**config.mk**
```make
export PLATFORM = sky130hd
export DESIGN_NAME = accel_offset_autocalibrator_top
export DESIGN_NICKNAME = d
export VERILOG_FILES = /design/src/design/acal_pkg.sv /design/src/design/acal_lane.sv /design/src/design/accel_offset_autocalibrator_top.sv
export SDC_FILE = /design/constraint.sdc
export NUM_CORES = 1
export LEC_CHECK = 0
export ABC_AREA = 1
export BUFFER_PORTS_ARGS = -buffer_cell sky130_fd_sc_hd__buf_4
export CAP_MARGIN = 25
export CELL_PAD_IN_SITES_DETAIL_PLACEMENT = 0
export CELL_PAD_IN_SITES_GLOBAL_PLACEMENT = 1
export CORE_MARGIN = 8
export CORE_UTILIZATION = 42
export CTS_CLUSTER_DIAMETER = 100
export CTS_CLUSTER_SIZE = 25
export DETAILED_ROUTE_END_ITERATION = 16
export PLACE_DENSITY = 0.81
export SKIP_LAST_GASP = 1
export SYNTH_ARGS = -nofsm -noshare
export SYNTH_HDL_FRONTEND = slang
export SYNTH_HIERARCHICAL = 1
export SYNTH_SLANG_ARGS = --single-unit
```
**constraint.sdc**
```tcl
create_clock -name clk -period 5.95 [get_ports clk]
set_clock_uncertainty 0.05 [all_clocks]
set_input_delay 0 -clock clk [delete_from_list [all_inputs] [get_ports clk]]
set_output_delay 0 -clock clk [all_outputs]
set_load 0.05 [all_outputs]
```
**src/design/acal_pkg.sv**
```systemverilog
// Shared types and constants for the accelerometer offset auto-calibrator.
// Used by acal_lane and accel_offset_autocalibrator_top; depends on nothing.
package acal_pkg;

  // Field and accumulator widths
  localparam int SAMPLE_W   = 16;
  localparam int SETTLE_W   = 10;
  localparam int AVERAGE_W  = 11;
  localparam int DEADZONE_W = 15;
  localparam int INDEX_W    = 11;
  // Up to 2047 summed 16-bit samples need 27 signed bits.
  localparam int SUM_W      = 27;
  localparam int CNT_W      = $clog2(SUM_W);
  localparam int NUM_AXES   = 3;

  localparam int MAX_AVERAGE = 1024;

  // Register reset values
  localparam logic [SETTLE_W-1:0]   SETTLE_RESET   = SETTLE_W'(101);
  localparam logic [AVERAGE_W-1:0]  AVERAGE_RESET  = AVERAGE_W'(100);
  localparam logic [DEADZONE_W-1:0] DEADZONE_RESET = DEADZONE_W'(10);

  // Configuration register indexes
  typedef enum logic [1:0] {
    REG_SETTLE   = 2'd0,
    REG_AVERAGE  = 2'd1,
    REG_DEADZONE = 2'd2
  } reg_idx_t;

  // Calibration phase
  typedef enum logic [1:0] {
    PH_FIRST = 2'd0,
    PH_LATER = 2'd1,
    PH_DONE  = 2'd2
  } phase_t;

  // Control sequencer states
  typedef enum logic [1:0] {
    ST_IDLE = 2'd0,
    ST_DIV  = 2'd1,
    ST_EMIT = 2'd2
  } state_t;

  // What one lane reports to the merging stage
  typedef struct packed {
    logic                done;
    logic                in_zone;
    logic [SAMPLE_W-1:0] offset;
  } lane_res_t;

endpackage

```
**src/design/acal_lane.sv**
```systemverilog
// One axis lane: divides the pass sum by the average count one quotient bit
// per cycle, saturates the mean and decides the offset update. Uses acal_pkg.
module acal_lane import acal_pkg::*; (
  input  logic                         clk,
  input  logic                         rst_n,
  input  logic                         start,
  input  logic signed [SUM_W-1:0]      sum,
  input  logic        [AVERAGE_W-1:0]  divisor,
  input  logic        [DEADZONE_W-1:0] deadzone,
  input  logic        [SAMPLE_W-1:0]   offset,
  input  logic                         first,
  output lane_res_t                    res
);

  logic                 busy_r;
  logic                 done_r;
  logic [CNT_W-1:0]     cnt_r;
  logic [SUM_W-1:0]     quo_r;
  logic [AVERAGE_W-1:0] rem_r;
  logic [AVERAGE_W-1:0] div_r;
  logic                 neg_r;

  logic [AVERAGE_W:0]   trial;
  logic                 fits;
  logic [SAMPLE_W-1:0]  mean;
  logic [SAMPLE_W-1:0]  mag;
  logic                 in_zone;
  logic                 update;

  // Restoring division step on the magnitude
  assign trial = {rem_r, quo_r[SUM_W-1]};
  assign fits  = trial >= {1'b0, div_r};

  // Control of the iteration
  always_ff @(posedge clk) begin
    if (!rst_n) begin
      busy_r <= 1'b0;
      done_r <= 1'b0;
      cnt_r  <= '0;
    end else begin
      done_r <= 1'b0;
      if (start) begin
        busy_r <= 1'b1;
        cnt_r  <= '0;
      end else if (busy_r) begin
        cnt_r <= cnt_r + CNT_W'(1);
        if (cnt_r == CNT_W'(SUM_W - 1)) begin
          busy_r <= 1'b0;
          done_r <= 1'b1;
        end
      end
    end
  end

  // Quotient and remainder shift registers
  always_ff @(posedge clk) begin
    if (start) begin
      neg_r <= sum[SUM_W-1];
      quo_r <= sum[SUM_W-1] ? SUM_W'(-sum) : SUM_W'(sum);
      rem_r <= '0;
      div_r <= divisor;
    end else if (busy_r) begin
      quo_r <= {quo_r[SUM_W-2:0], fits};
      rem_r <= fits ? AVERAGE_W'(trial - {1'b0, div_r}) : trial[AVERAGE_W-1:0];
    end
  end

  // Saturate the mean to 16 bits and take its magnitude
  always_comb begin
    if (neg_r) begin
      if (quo_r >= SUM_W'(32768)) begin
        mean = 16'h8000;
        mag  = 16'h8000;
      end else begin
        mean = SAMPLE_W'(-quo_r[SAMPLE_W-1:0]);
        mag  = quo_r[SAMPLE_W-1:0];
      end
    end else begin
      if (quo_r > SUM_W'(32767)) begin
        mean = 16'h7FFF;
        mag  = 16'h7FFF;
      end else begin
        mean = quo_r[SAMPLE_W-1:0];
        mag  = quo_r[SAMPLE_W-1:0];
      end
    end
  end

  // Offset decision
  assign in_zone = mag <= {1'b0, deadzone};
  assign update  = first || !in_zone;

  assign res.done    = done_r;
  assign res.in_zone = in_zone;
  assign res.offset  = update ? SAMPLE_W'(offset - mean) : offset;

endmodule

```
**src/design/accel_offset_autocalibrator_top.sv**
```systemverilog
// Accelerometer offset auto-calibrator, top level. Instantiates three acal_lane.
// An ordinary item's result passes through the pending result registers into the
// output register; an item that closes a pass first waits for the 27-step divider.
// A new item is taken only once the last one's result has entered the output register.
// Reset (rst_n, synchronous): first pass, zero sums, index and offsets, and
// registers at 101, 100 and 10.
module accel_offset_autocalibrator_top import acal_pkg::*; (
  input  logic        clk,
  input  logic        rst_n,
  // Configuration
  input  logic        cfg_we,
  input  logic [1:0]  cfg_addr,
  input  logic [14:0] cfg_wdata,
  // Input items
  input  logic        in_tvalid,
  output logic        in_tready,
  input  logic [47:0] in_tdata,   // raw_x, raw_y, raw_z
  // Result items
  output logic        out_tvalid,
  input  logic        out_tready,
  output logic [95:0] out_tdata,  // cal_x, cal_y, cal_z, offset_x, offset_y, offset_z
  output logic        out_tlast,  // pass_end
  output logic        out_tuser   // calibrated
);

  logic [SETTLE_W-1:0]   settle_r;
  logic [AVERAGE_W-1:0]  average_r;
  logic [DEADZONE_W-1:0] deadzone_r;

  phase_t                     phase_r;
  phase_t                     phase_nxt;
  state_t                     st_r;
  state_t                     st_nxt;
  logic [INDEX_W-1:0]         index_r;
  logic signed [SUM_W-1:0]    sum_r     [NUM_AXES];
  logic [SAMPLE_W-1:0]        offset_r  [NUM_AXES];

  // Pending result and output register
  logic [SAMPLE_W-1:0]        res_cal_r [NUM_AXES];
  logic [SAMPLE_W-1:0]        res_off_r [NUM_AXES];
  logic                       res_last_r;
  logic                       res_done_r;
  logic                       out_valid_r;
  logic [95:0]                out_data_r;
  logic                       out_last_r;
  logic                       out_user_r;

  logic [SAMPLE_W-1:0]        cal       [NUM_AXES];
  logic signed [SUM_W-1:0]    sum_add   [NUM_AXES];
  lane_res_t                  lane_res  [NUM_AXES];
  logic [AVERAGE_W-1:0]       avg_eff;
  logic [INDEX_W:0]           last_idx;
  logic                       accept;
  logic                       active;
  logic                       summed;
  logic                       close;
  logic                       all_within;
  logic                       slot_free;
  logic                       lanes_done;

  // Configuration registers
  always_ff @(posedge clk) begin
    if (!rst_n) begin
      settle_r   <= SETTLE_RESET;
      average_r  <= AVERAGE_RESET;
      deadzone_r <= DEADZONE_RESET;
    end else if (cfg_we) begin
      case (cfg_addr)
        REG_SETTLE:   settle_r   <= cfg_wdata[SETTLE_W-1:0];
        REG_AVERAGE:  average_r  <= cfg_wdata[AVERAGE_W-1:0];
        REG_DEADZONE: deadzone_r <= cfg_wdata[DEADZONE_W-1:0];
        default: ;
      endcase
    end
  end

  // Effective average count and the index that closes the pass
  always_comb begin
    if (average_r == '0) begin
      avg_eff = AVERAGE_W'(1);
    end else if (average_r > AVERAGE_W'(MAX_AVERAGE)) begin
      avg_eff = AVERAGE_W'(MAX_AVERAGE);
    end else begin
      avg_eff = average_r;
    end
  end

  assign last_idx = (INDEX_W+1)'(settle_r) + (INDEX_W+1)'(avg_eff) - (INDEX_W+1)'(1);
  assign accept   = in_tvalid && in_tready;
  assign active   = phase_r != PH_DONE;
  assign summed   = index_r >= INDEX_W'(settle_r);
  assign close    = active && ({1'b0, index_r} >= last_idx);

  // Correction and running sums per axis
  for (genvar k = 0; k < NUM_AXES; k++) begin : g_axis
    assign cal[k]     = in_tdata[k*SAMPLE_W +: SAMPLE_W] + offset_r[k];
    assign sum_add[k] = sum_r[k] + SUM_W'($signed(cal[k]));

    acal_lane u_lane (
      .clk      (clk),
      .rst_n    (rst_n),
      .start    (accept && close),
      .sum      (sum_add[k]),
      .divisor  (avg_eff),
      .deadzone (deadzone_r),
      .offset   (offset_r[k]),
      .first    (phase_r == PH_FIRST),
      .res      (lane_res[k])
    );
  end

  // Merging stage inputs
  assign lanes_done = lane_res[0].done && lane_res[1].done && lane_res[2].done;
  assign all_within = lane_res[0].in_zone && lane_res[1].in_zone && lane_res[2].in_zone;
  assign slot_free  = !out_valid_r || out_tready;

  // Sequencer next state and phase update
  always_comb begin
    st_nxt    = st_r;
    phase_nxt = phase_r;
    in_tready = 1'b0;
    case (st_r)
      ST_IDLE: begin
        in_tready = 1'b1;
        if (in_tvalid) begin
          st_nxt = close ? ST_DIV : ST_EMIT;
        end
      end
      ST_DIV: begin
        if (lanes_done) begin
          st_nxt = ST_EMIT;
          if (phase_r == PH_FIRST) begin
            phase_nxt = PH_LATER;
          end else if (all_within) begin
            phase_nxt = PH_DONE;
          end
        end
      end
      ST_EMIT: begin
        if (slot_free) begin
          st_nxt = ST_IDLE;
        end
      end
      default: st_nxt = ST_IDLE;
    endcase
  end

  // Control state
  always_ff @(posedge clk) begin
    if (!rst_n) begin
      st_r    <= ST_IDLE;
      phase_r <= PH_FIRST;
      index_r <= '0;
    end else begin
      st_r    <= st_nxt;
      phase_r <= phase_nxt;
      if (accept && active) begin
        index_r <= close ? '0 : index_r + INDEX_W'(1);
      end
    end
  end

  // Sums and offsets
  always_ff @(posedge clk) begin
    if (!rst_n) begin
      for (int k = 0; k < NUM_AXES; k++) begin
        sum_r[k]    <= '0;
        offset_r[k] <= '0;
      end
    end else begin
      for (int k = 0; k < NUM_AXES; k++) begin
        if (accept && active) begin
          if (close) begin
            sum_r[k] <= '0;
          end else if (summed) begin
            sum_r[k] <= sum_add[k];
          end
        end
        if (st_r == ST_DIV && lanes_done) begin
          offset_r[k] <= lane_res[k].offset;
        end
      end
    end
  end

  // Pending result for the item at work
  always_ff @(posedge clk) begin
    if (accept) begin
      for (int k = 0; k < NUM_AXES; k++) begin
        res_cal_r[k] <= cal[k];
        res_off_r[k] <= offset_r[k];
      end
      res_last_r <= 1'b0;
      res_done_r <= !active;
    end else if (st_r == ST_DIV && lanes_done) begin
      for (int k = 0; k < NUM_AXES; k++) begin
        res_off_r[k] <= lane_res[k].offset;
      end
      res_last_r <= 1'b1;
      res_done_r <= phase_nxt == PH_DONE;
    end
  end

  // Output register
  always_ff @(posedge clk) begin
    if (!rst_n) begin
      out_valid_r <= 1'b0;
    end else if (st_r == ST_EMIT && slot_free) begin
      out_valid_r <= 1'b1;
    end else if (out_tready) begin
      out_valid_r <= 1'b0;
    end
  end

  always_ff @(posedge clk) begin
    if (st_r == ST_EMIT && slot_free) begin
      out_data_r <= {res_off_r[2], res_off_r[1], res_off_r[0],
                     res_cal_r[2], res_cal_r[1], res_cal_r[0]};
      out_last_r <= res_last_r;
      out_user_r <= res_done_r;
    end
  end

  assign out_tvalid = out_valid_r;
  assign out_tdata  = out_data_r;
  assign out_tlast  = out_last_r;
  assign out_tuser  = out_user_r;

endmodule

```
==> out/qor.yml <==
synth_cell_types: 61
insertion_delay_ns: 0.63
layout.nets: 5184
reg2reg_slack_ns: 0.49
reg2reg_to: "g_axis[1].u_lane/quo_r[26]$_DFFE_PP_"
p_per_area_mw_per_mm2: 224.3
antennaDiodeCount: 0
synthCells: 4584
synthAdderAreaFrac: 0.1086
ys_async_sr_fraction: 0
grt_pass1_vias: 29450
setup_tns_ns: 0
synth_compound_area_frac: 0.1243
holdWs_ns: 0.03931
leakagePower_nw: 18.92
critPathMaxFanout: 12
antenna_found_initial: 0
initial_core_util: 0.4229
core_area_mm2: 0.08824
synth.avg_cell_area_um2: 8.141
ir_worst_vdd_mv: 0.2149
ys_seq_area_frac: 0.4123
cts.clk_slew.worst_paths_ns: 0.10
io_buffers: 169
worst_pin_slew_ns: 0.8858
row_count: 109
crit_path_start_kind: "flop"
ys_ff_latch: 548
clkSinkCount: 548
cts_max_level: 1
hold_start: "in_tdata[28]"
drt_drc_violations_left: 0
finalSetupViolations: 0
rr_worst_depth: 24
drv_slew: 0
synth_edf_count: 441
synth_top_area_share: 0.3549
dp_hpwl_um: 77500
fmax_mhz: 183.1
period_needed_ns: 5.462
ys.warnings.count: 6
io_pins: 170
endpoint_kind: "flop"
muxShareOfSynthArea: 0
rsz0062_at_grt: "no"
hp-class: "in -> reg"
worstPathArrival_ns: 5.82
reg2reg_from: "offset_r[0][19]$_SDFFCE_PN0P_"
period_share: 0.9179
gp_congestion: 0.9041
hold_viol: 0
grt_overflow: 0
vias_per_cell: 5.185
cts_made_buffers: 29
p_total_mw: 9.331
synth_ff_type: "edfxtp_1"
ant_nets: 0
grt_pass1_wl_um: 161100
die_x_um: 314.1
cts_setup_buffers: 0
synth_top_family_by_area: "simple AND/OR/NAND/NOR gates"
maxCapViolations: 0
status: "finished, final reports clean"
synthTopCellsByArea: "edfxtp_1 35%, ha_1 10%, nand2_1 9.9%"
num_vias: 31030
syn_area_mm2: 0.03732
critPathKind: "reg -> reg"
wirelength_um: 101200
required_ns: 6.31
grt_max_degree: 104
maxSlewHeadroom: 0.4095
worstHoldEndpoint: "res_cal_r[0][28]$_DFFE_PP_"
synth-simple-area-share: 0.2228
synth_largest_area_cell: "edfxtp_1"
dr.pass1.iters: 6
grt.total_usage: 0.1983
drive_gt1_frac: 0.07303
die-area_mm2: 0.09864
drt_iter0_drc: 2229
synth_fp_nets: 4970
cts-root-buf: "clkbuf_16"
cts_tree: "built"
whs_path_depth: 5
synth_xor_area_frac: 0.05375
area_growth_pct: 11.48
wl_per_cell_um: 16.90
die-height_um: 314.1
cts_buffer_depth: 3
[area by class of cell]
| class | instances | area (um^2) |
|---|---|---|
| repair buffers | 283 | 2407 |
| clock buffers | 40 | 767.0 |
| well taps | 1165 | 1458 |
| inverters | 637 | 2397 |
| multi-input cells | 3299 | 19040 |
| flip-flops and latches | 548 | 15380 |
| clock inverters | 13 | 152.6 |
| fillers | 8638 | 46640 |
[worst max-delay path by stage]
| stage | from | to | slack (ns) | cells after the start |
|---|---|---|---|---|
| 3_3_place_gp | offset_r[0][16]$_SDFFCE_PN0P_ | g_axis[1].u_lane/quo_r[26]$_DFFE_PP_ | 0.74 | 23 |
| 3_5_place_dp | average_r[8]$_SDFFE_PN0P_ | g_axis[0].u_lane/quo_r[8]$_DFFE_PP_ | 0.64 | 31 |
| 5_1_grt | offset_r[0][19]$_SDFFCE_PN0P_ | g_axis[1].u_lane/quo_r[26]$_DFFE_PP_ | 0.001 | 24 |
| 2_1_floorplan | average_r[8]$_SDFFE_PN0P_ | g_axis[2].u_lane/quo_r[0]$_DFFE_PP_ | 0.23 | 29 |
| 6_report | offset_r[0][19]$_SDFFCE_PN0P_ | g_axis[1].u_lane/quo_r[26]$_DFFE_PP_ | 0.49 | 24 |
| 4_1_cts | average_r[8]$_SDFFE_PN0P_ | g_axis[0].u_lane/quo_r[8]$_DFFE_PP_ | 0.60 | 32 |
[synth_stat cells (6+ instances only)]
cell type / number
nor2_1: 431
o31ai_1: 15
nand2_2: 12
nor4_1: 11
o21a_1: 21
buf_6: 10
nand2_4: 11
edfxtp_1: 441
a211oi_1: 8
o211ai_1: 46
nand2_1: 987
a21boi_0: 12
buf_4: 11
nor3b_1: 6
fa_1: 13
nand4_1: 52
nand3_1: 248
o21ai_0: 294
a31oi_1: 35
clkinv_1: 7
ha_1: 303
a21oi_1: 315
buf_2: 12
inv_1: 624
xor2_1: 159
nand3b_1: 26
o21ai_1: 16
nand3_2: 13
nor2_2: 10
o21bai_1: 12
nor3_1: 76
dfxtp_1: 107
or2_2: 21
clkbuf_1: 61
a21o_1: 28
inv_2: 6
xnor2_1: 70
[sequential cells by signal, indices dropped and copies added, names as in the netlist, 2 cells and up]
signal                flops
average_r                11
deadzone_r               15
g_axis.u_lane/busy_r      3
g_axis.u_lane/cnt_r      15
g_axis.u_lane/div_r      33
g_axis.u_lane/done_r      3
g_axis.u_lane/neg_r       3
g_axis.u_lane/quo_r      81
g_axis.u_lane/rem_r      33
index_r                  11
offset_r                 48
out_tdata                96
phase_r                   2
res_cal_r                48
res_off_r                48
settle_r                 10
st_r                      2
sum_r                    81
[cell usage in the layout (no fill, tap or decap), types with 21 or more instances in the layout]
cell type,n
xor2_1,159
buf_4,203
clkbuf_16,29
or2_2,21
a21o_1,28
o21a_1,21
nor3_1,76
edfxtp_1,441
nand4_1,52
nand2_1,985
o21ai_0,293
nand3_1,247
nand3b_1,26
dfxtp_1,107
inv_1,622
ha_1,303
nor2_1,430
dlygate4sd3_1,74
o211ai_1,46
xnor2_1,70
a31oi_1,35
a21oi_1,315
[per-stage QoR]
stage               worst slack (ns)  cell area, um^2  utilization  cells
floorplan                     0.2330            37320            -   4584
global placement              0.7423            39820       0.4512   5853
detailed placement            0.6413            39910       0.4523   5857
CTS                           0.5966            41570       0.4711   5984
global route                0.001097            41600       0.4715   5985
finish                        0.4884            41600       0.4715   5985
[metal layers]
layer | share of wire | GRT usage
met5 | 0 | 0
met2 | 0.46 | 0.3269
met4 | 0.014 | 0.03100
met1 | 0.48 | 0.2870
met3 | 0.047 | 0.01811
[logic make-up after synthesis]
family                   count (synthesis)
AO/OA/AOI/OAI                          827
XOR/XNOR                               229
adder cells (fa/ha/maj)                316
buffers and inverters                  737
flip-flops                             548
AND/OR/NAND/NOR                       1927
[critical path: stages, from the launching register on]
cell      delay, ns
edfxtp_1       0.47
ha_1           0.37
a21oi_1        0.20
o21ai_0        0.10
a21oi_1        0.27
o21ai_0        0.18
a21boi_0       0.32
o21ai_0        0.15
xor2_1         0.16
inv_1          0.10
ha_1           0.35
nand2_1        0.12
inv_1          0.06
a21oi_1        0.18
inv_1          0.06
a21oi_1        0.18
or2_2          0.14
nand3_1        0.11
nand3_1        0.12
nand2_1        0.07
inv_1          0.28
clkinv_1       0.36
nor3_1         0.33
nand3_1        0.14
o31ai_1        0.37
[power breakdown]
group,switching [mW],internal (mW)
clock network,1.33,0.989
logic,1.75,0.870
registers,0.0853,4.31
total,3.16,6.17
[what timing repair did]
action	in CTS	in global routing
resized for setup	0	1
setup endpoints to repair	0	1
hold endpoints to repair	113	0
hold buffers	74	0
Note: power is estimated with default switching activity, not from simulation.
